[src/bpdc_pkg.sv]
package bpdc_pkg;

  // default number of keys tracked by the block
  localparam int MAX_KEYS_DEF = 8;

  localparam int CFG_DATA_W = 16;
  localparam int CFG_INDEX_W = 2;

  localparam logic [15:0] LONG_PRESS_RST = 16'd2000;
  localparam logic [15:0] VERY_LONG_PRESS_RST = 16'd5000;
  localparam logic [3:0] KEY_COUNT_RST = 4'd1;

  typedef enum logic [2:0] {
    KIND_TICK   = 3'd0,
    KIND_SAMPLE = 3'd1,
    KIND_POLL   = 3'd2,
    KIND_CLEAR  = 3'd3,
    KIND_STATUS = 3'd4
  } kind_t;

  typedef enum logic [CFG_INDEX_W-1:0] {
    REG_LONG_PRESS      = 2'd0,
    REG_VERY_LONG_PRESS = 2'd1,
    REG_KEY_COUNT       = 2'd2
  } cfg_reg_t;

  typedef enum logic [2:0] {
    EV_PUSH       = 3'd0,
    EV_LONG_HOLD  = 3'd1,
    EV_VLONG_HOLD = 3'd2,
    EV_SHORT_REL  = 3'd3,
    EV_LONG_REL   = 3'd4,
    EV_VLONG_REL  = 3'd5
  } event_t;

  typedef enum logic [2:0] {
    ST_NONE       = 3'd0,
    ST_LONG_HOLD  = 3'd1,
    ST_VLONG_HOLD = 3'd2,
    ST_SHORT_REL  = 3'd3,
    ST_LONG_REL   = 3'd4,
    ST_VLONG_REL  = 3'd5
  } key_status_t;

  typedef struct packed {
    kind_t      kind;
    logic [2:0] key_sel;
    logic       level_first;
    logic       level_second;
  } item_t;

  typedef struct packed {
    logic [2:0]  key_id;
    logic        has_event;
    event_t      event_code;
    key_status_t key_status;
  } result_t;

endpackage

[src/button_press_duration_classifier.sv]
// button press duration classifier
//
// request channel: item / item_valid / item_stall. a request is taken at a
// rising edge with item_valid high and item_stall low. kinds: one ms tick,
// key level sample (two reads, ignored when they disagree), hold poll,
// clear of all statuses below key_count, and status read.
// result channel: result / result_valid / result_stall, same handshake.
// at most one result per request; ticks, clears and samples or polls with
// nothing to report give none.
// a request that is taken is evaluated from the input register, and its
// result is loaded into the result register. throughput is one request per
// cycle while nothing stalls; each request passes one input register and one result register.
// when the receiver stalls, the result register holds; the input register
// keeps draining requests that give no result and only backs up a request
// that has a result to deliver, so item_stall rises one request later.
// config port: cfg_we / cfg_index / cfg_data; the user must write it only while idle, the block does not enforce this.
// reset (rst, synchronous): ms counter to zero, no key pressed, every key
// status short release (ready), thresholds 2000 / 5000 ms, one key in use.
module button_press_duration_classifier #(
  parameter int MAX_KEYS = bpdc_pkg::MAX_KEYS_DEF
) (
  input  logic                                clk,
  input  logic                                rst,
  input  logic                                item_valid,
  output logic                                item_stall,
  input  bpdc_pkg::item_t                     item,
  output logic                                result_valid,
  input  logic                                result_stall,
  output bpdc_pkg::result_t                   result,
  input  logic                                cfg_we,
  input  logic [bpdc_pkg::CFG_INDEX_W-1:0]    cfg_index,
  input  logic [bpdc_pkg::CFG_DATA_W-1:0]     cfg_data
);

  // index width of the per-key stores, and the width the request index is
  // widened to before it is cut down to that
  localparam int KW = (MAX_KEYS > 1) ? $clog2(MAX_KEYS) : 1;
  localparam int XW = (KW > 3) ? KW : 3;

  // configuration registers
  logic [15:0] long_press_ms;
  logic [15:0] very_long_press_ms;
  logic [3:0]  key_count;

  // block state
  logic [31:0]             now_ms;
  logic                    pressed [MAX_KEYS];
  logic [31:0]             press_start_ms [MAX_KEYS];
  bpdc_pkg::key_status_t   status [MAX_KEYS];

  // input register
  logic            s1_valid;
  bpdc_pkg::item_t s1;

  // evaluation of the request in the input register
  logic                  key_ok;
  logic [XW-1:0]         key_ext;
  logic [KW-1:0]         ki;
  logic [31:0]           spent;
  logic                  below_long;
  logic                  below_vlong;
  logic                  has_res;
  bpdc_pkg::result_t     res;
  logic                  do_tick;
  logic                  do_clear;
  logic                  set_press;
  logic                  end_press;
  logic                  st_we;
  bpdc_pkg::key_status_t st_val;
  logic                  s1_adv;
  logic                  s1_fire;

  // the input register moves on unless it would overwrite a waiting result
  assign s1_adv     = !has_res || !result_valid || !result_stall;
  assign s1_fire    = s1_valid && s1_adv;
  assign item_stall = s1_valid && !s1_adv;

  assign key_ok  = 32'(s1.key_sel) < 32'(MAX_KEYS);
  assign key_ext = XW'(s1.key_sel);
  assign ki      = key_ext[KW-1:0];

  // hold time, wrapping at 2^32
  assign spent       = now_ms - press_start_ms[ki];
  assign below_long  = spent < {16'd0, long_press_ms};
  assign below_vlong = spent < {16'd0, very_long_press_ms};

  always_comb begin
    has_res        = 1'b0;
    res.key_id     = s1.key_sel;
    res.has_event  = 1'b1;
    res.event_code = bpdc_pkg::EV_PUSH;
    res.key_status = bpdc_pkg::ST_NONE;
    do_tick        = 1'b0;
    do_clear       = 1'b0;
    set_press      = 1'b0;
    end_press      = 1'b0;
    st_we          = 1'b0;
    st_val         = bpdc_pkg::ST_NONE;
    case (s1.kind)
      bpdc_pkg::KIND_TICK: begin
        do_tick = 1'b1;
      end
      bpdc_pkg::KIND_SAMPLE: begin
        // reads that disagree are bounce, drop the sample
        if (key_ok && (s1.level_first == s1.level_second)) begin
          if (s1.level_first && !pressed[ki] && (status[ki] != bpdc_pkg::ST_NONE)) begin
            set_press = 1'b1;
            st_we     = 1'b1;
            st_val    = bpdc_pkg::ST_NONE;
            has_res   = 1'b1;
          end else if (!s1.level_first && pressed[ki]) begin
            end_press = 1'b1;
            st_we     = 1'b1;
            if (below_long) begin
              st_val = bpdc_pkg::ST_SHORT_REL;
            end else if (below_vlong) begin
              st_val = bpdc_pkg::ST_LONG_REL;
            end else begin
              st_val = bpdc_pkg::ST_VLONG_REL;
            end
            has_res        = 1'b1;
            res.event_code = bpdc_pkg::event_t'(st_val);
            res.key_status = st_val;
          end
        end
      end
      bpdc_pkg::KIND_POLL: begin
        // each hold level is reported once per press
        if (key_ok && pressed[ki]) begin
          if (!below_vlong && (status[ki] != bpdc_pkg::ST_VLONG_HOLD)) begin
            st_we          = 1'b1;
            st_val         = bpdc_pkg::ST_VLONG_HOLD;
            has_res        = 1'b1;
            res.event_code = bpdc_pkg::EV_VLONG_HOLD;
            res.key_status = bpdc_pkg::ST_VLONG_HOLD;
          end else if (below_vlong && !below_long &&
                       (status[ki] != bpdc_pkg::ST_LONG_HOLD)) begin
            st_we          = 1'b1;
            st_val         = bpdc_pkg::ST_LONG_HOLD;
            has_res        = 1'b1;
            res.event_code = bpdc_pkg::EV_LONG_HOLD;
            res.key_status = bpdc_pkg::ST_LONG_HOLD;
          end
        end
      end
      bpdc_pkg::KIND_CLEAR: begin
        do_clear = 1'b1;
      end
      bpdc_pkg::KIND_STATUS: begin
        has_res        = 1'b1;
        res.has_event  = 1'b0;
        res.key_status = key_ok ? status[ki] : bpdc_pkg::ST_NONE;
      end
      default: begin
      end
    endcase
  end

  // input register
  always_ff @(posedge clk) begin
    if (rst) begin
      s1_valid <= 1'b0;
    end else if (!item_stall) begin
      s1_valid <= item_valid;
    end
    if (item_valid && !item_stall) begin
      s1 <= item;
    end
  end

  // result register
  always_ff @(posedge clk) begin
    if (rst) begin
      result_valid <= 1'b0;
    end else if (s1_fire && has_res) begin
      result_valid <= 1'b1;
    end else if (!result_stall) begin
      result_valid <= 1'b0;
    end
    if (s1_fire && has_res) begin
      result <= res;
    end
  end

  // configuration writes, unused index ignored
  always_ff @(posedge clk) begin
    if (rst) begin
      long_press_ms      <= bpdc_pkg::LONG_PRESS_RST;
      very_long_press_ms <= bpdc_pkg::VERY_LONG_PRESS_RST;
      key_count          <= bpdc_pkg::KEY_COUNT_RST;
    end else if (cfg_we) begin
      case (cfg_index)
        bpdc_pkg::REG_LONG_PRESS:      long_press_ms      <= cfg_data;
        bpdc_pkg::REG_VERY_LONG_PRESS: very_long_press_ms <= cfg_data;
        bpdc_pkg::REG_KEY_COUNT:       key_count          <= cfg_data[3:0];
        default: begin
        end
      endcase
    end
  end

  // ms counter and per-key state
  always_ff @(posedge clk) begin
    if (rst) begin
      now_ms <= 32'd0;
      for (int i = 0; i < MAX_KEYS; i++) begin
        pressed[i] <= 1'b0;
        status[i]  <= bpdc_pkg::ST_SHORT_REL;
      end
    end else if (s1_fire) begin
      if (do_tick) begin
        now_ms <= now_ms + 32'd1;
      end
      if (set_press) begin
        pressed[ki] <= 1'b1;
      end
      if (end_press) begin
        pressed[ki] <= 1'b0;
      end
      if (st_we) begin
        status[ki] <= st_val;
      end
      // key_count above the number of keys simply covers them all
      if (do_clear) begin
        for (int i = 0; i < MAX_KEYS; i++) begin
          if (i < int'(key_count)) begin
            status[i] <= bpdc_pkg::ST_NONE;
          end
        end
      end
    end
  end

  // press start time, only read while the key is pressed
  always_ff @(posedge clk) begin
    if (s1_fire && set_press) begin
      press_start_ms[ki] <= now_ms;
    end
  end

endmodule
[config.mk]
export PLATFORM = sky130hd
export DESIGN_NAME = button_press_duration_classifier
export DESIGN_NICKNAME = d
export VERILOG_FILES = /design/src/bpdc_pkg.sv /design/src/button_press_duration_classifier.sv
export SDC_FILE = /design/constraint.sdc
export NUM_CORES = 1
export LEC_CHECK = 0
export ABC_AREA = 1
export BUFFER_PORTS_ARGS = -buffer_cell sky130_fd_sc_hd__buf_2
export CAP_MARGIN = 20
export CORE_MARGIN = 1
export CORE_UTILIZATION = 35
export DETAILED_ROUTE_END_ITERATION = 12
export PLACE_DENSITY_LB_ADDON = 0.25
export SYNTH_ARGS = -nofsm -noshare
export SYNTH_HDL_FRONTEND = slang
export SYNTH_SLANG_ARGS = --single-unit
[constraint.sdc]
create_clock -name clk -period 5.9 [get_ports clk]
set_clock_uncertainty 0.1 [all_clocks]
set_input_delay 0.59 -clock clk [delete_from_list [all_inputs] [get_ports clk]]
set_output_delay 0.59 -clock clk [all_outputs]
set_load 0.01 [all_outputs]
==> impl_metrics.csv <==
group,metric,value,unit
synth,yosys.cell_count.top_type,"nand2_1",
die,core.rowCount,85,
synth,netlist-cell-type-count,43,
die,die_x,236,um
grt,grt_util_all_layers,0.199,
power_and_ir_drop,finalPower,6100,uW
final_layout,post-route-util,0.418,
placement,dp_cells,2863,
drt,via_count,15700,
worst_setup_path,critical_path.slowest_cell,"dfxtp_4",
synth,yosysTopAreaCellShare,0.478,
die,dieArea,55900,sq um
synth,synthCells,2138,
sta,drv_slew,0,
job,timing.max_cap.violations,0,
clock_tree,cts_buffers,42,
die,core,54000,sq um
drt,antenna_left,0,
power_and_ir_drop,power_leakage,0.00845,uW
sta,fin_crit,5.65,ns
final_layout,antenna_cells,0,
sta,relSlewSlack,0.304,
placement,globalplace.congestion,0.932,
clock_tree,root_buffer,"clkbuf_16",
die,pin_count,43,
worst_setup_path,critPathKind,"flip-flop to output port",
sta,tightest_slew,1.04,ns
drt,first_iter_violations,1575,
synth,yosys_warnings,0,
status,status,"finished clean",
grt,antenna_found_initial,0,
sta,final_hold_viol_count,0,
synth,ys_ff_latch,379,
sta,period_share,0.957,
synth,synth_largest_area_cell,"edfxtp_1",
synth,syn_area,19200,sq um
final_layout,drive_gt1_frac,0.119,
drt,drc,0,
final_layout,syn2layout_area_growth,17.4,%
grt,grt_pass1_vias,14800,
worst_setup_path,slowest_delay,0.43,ns
grt,grt_pass1_wl,86.2,mm
synth,synth_edf_count,306,
clock_tree,clk_pin_slew,0.06,ns
drt,routed_wl,56.9,mm
placement,dp_hpwl,39.5,mm
sta,setup_viol_count_final,0,
drt,wire_per_inst,19.2,um
drt,drtPass1Iterations,6,
clock_tree,clk-insertion-delay-late,0.57,ns
die,die_h,236,um
worst_setup_path,cp-end-kind,"output port",
placement,port_buffers,42,
synth,seq_area_frac_synth,0.554,
grt,overflow,0,
worst_setup_path,r2r_cells,28,
worst_setup_path,worst_path_most_repeated_cell,"nand3_1",
clock_tree,htree_levels,2,
die,start_util,0.356,
worst_setup_path,reg2reg_slack,0.60,ns
synth,synth_top_flop_cell,"edfxtp_1",
worst_setup_path,crit_arrival,4.96,ns
clock_tree,cts_tree,"done",
synth,async_flop_share,0,
final_layout,stdcell_count,2959,
sta,fmax,177,MHz
synth,syn-num-nets,2234,
drt,avgViaCountPerCell,5.32,
worst_setup_path,cp-start-kind,"flip-flop",
grt,grt_max_degree,72,
worst_setup_path,cp_max_fo,36,
synth,yosys-top-cells-area,"edfxtp_1, nand2_1, dfxtp_1, o21ai_0, nor2_1",
clock_tree,cts_sinks,379,
synth,synth_common_cells,"nand2_1, edfxtp_1, nor2_1, inv_1, o21ai_0",
power_and_ir_drop,vdd_drop_max,157,uV
final_layout,finalNetCount,2331,
worst_setup_path,worstPathRequired,5.21,ns
worst_setup_path,crit_end,"item_stall",
synth,synth_area_per_cell,9.00,sq um
power_and_ir_drop,p_per_area,270,nW/um^2
hold_path,min_path_type,"input pin to flip-flop",
clock_tree,clockBufferDepth,3,
kinds of logic after synthesis:
| family | count (synthesis) | share of synthesized area |
|---|---|---|
| AND/OR/NAND/NOR | 926 | 0.201 |
| AO/OA/AOI/OAI | 388 | 0.113 |
| flip-flops | 379 | 0.554 |
| buffers and inverters | 334 | 0.0680 |
| adder cells (fa/ha/maj) | 65 | 0.0427 |
| XOR/XNOR | 45 | 0.0205 |
| multiplexers | 1 | 0.000520 |
critical path: cells and delay by family, from the launching register on:
kind / cells / cell delay, ns
and+or+nand+nor: 9 / 1.00
xor gates and xnor gates: 1 / 0.17
DFF: 1 / 0.43
buffers and inverters: 5 / 0.67
adders and majority gates: 3 / 0.74
AOI/OAI and AO/OA: 8 / 1.36
registers in the layout (all words and copies together) (netlist names), named ones only:
register and flops:
press_start_ms 256, now_ms 32, status 24, long_press_ms 16, very_long_press_ms 16, result 10, pressed 8, s1 5
key_count 4, key_ext 3, result_valid 1, s1_valid 1
cells in the final DEF, fill, tap and decap left out, drive strengths merged, types with 2 or more instances in the layout:
| cell | n |
|---|---|
| xor2 | 37 |
| nor3 | 33 |
| inv | 248 |
| o22ai | 39 |
| o221ai | 30 |
| xnor2 | 8 |
| a21oi | 88 |
| nor4 | 5 |
| nand2 | 460 |
| dfxtp | 73 |
| buf | 136 |
| edfxtp | 306 |
| nand3 | 83 |
| clkinv | 20 |
| a21o | 2 |
| clkbuf | 51 |
| o21bai | 2 |
| ha | 64 |
| a31oi | 4 |
| nor2 | 272 |
| o211ai | 11 |
| bufinv | 3 |
| nand4 | 69 |
| a211oi | 3 |
| o31ai | 2 |
| o21ai | 206 |
power by group:
part / internal [uW] / switching, uW
sequential: 2890 / 21.2
combinational: 234 / 444
clock: 1460 / 1050
area by class of cell:
cell class / count / area, sq um
clock buffers: 49 / 1100
clock inverters: 23 / 193
fillers: 5236 / 31400
inverters: 246 / 941
multi-input cells: 1425 / 7500
flip-flops and latches: 379 / 10700
well taps: 696 / 871
repair buffers: 139 / 1310
repair inverters: 2 / 17.5
layer usage:
metal  part of all wire  global-route usage  up-vias
met4              0.025              0.0582        0
met1               0.46               0.289     7624
met2               0.44               0.304      519
met3              0.073              0.0331       75
met5                  0                   0        -
li1                   -                   -     7511
worst min-delay path by stage:
stage                       endpoint  depth (start not counted)  slack [ns]             startpoint
2_1_floorplan       long_press_ms[1]                          2        0.34       long_press_ms[1]
4_1_cts                        s1[6]                          1        0.07                item[6]
3_5_place_dp   very_long_press_ms[2]                          2        0.36  very_long_press_ms[2]
6_report                       s1[0]                          1         0.1                item[0]
5_1_grt                        s1[6]                          1        0.08                item[6]
3_3_place_gp        long_press_ms[2]                          2        0.35       long_press_ms[2]
through the flow:
stage / instance area [sq um] / hold WS (ns) / setup TNS [ns] / setup WS (ns)
after floorplan: 19200 / 0.335 / -88.05 / -0.344
after global placement: 20800 / 0.349 / 0 / 0.153
after detailed placement: 20800 / 0.358 / 0 / 0.125
after CTS: 22200 / 0.0685 / 0 / 0.00441
after global routing: 22600 / 0.0801 / -0.0547 / -0.0547
final: 22600 / 0.0967 / 0 / 0.251
timing repair:
action / CTS / global route
gates cloned: 1 / 4
endpoints found under the setup margin: 1 / 1
hold buffers: 0 / 0
pin swaps: 2 / 17
setup buffers: 5 / 14
resized for setup: 18 / 55
No activity file was read; power rests on OpenSTA's default activity.
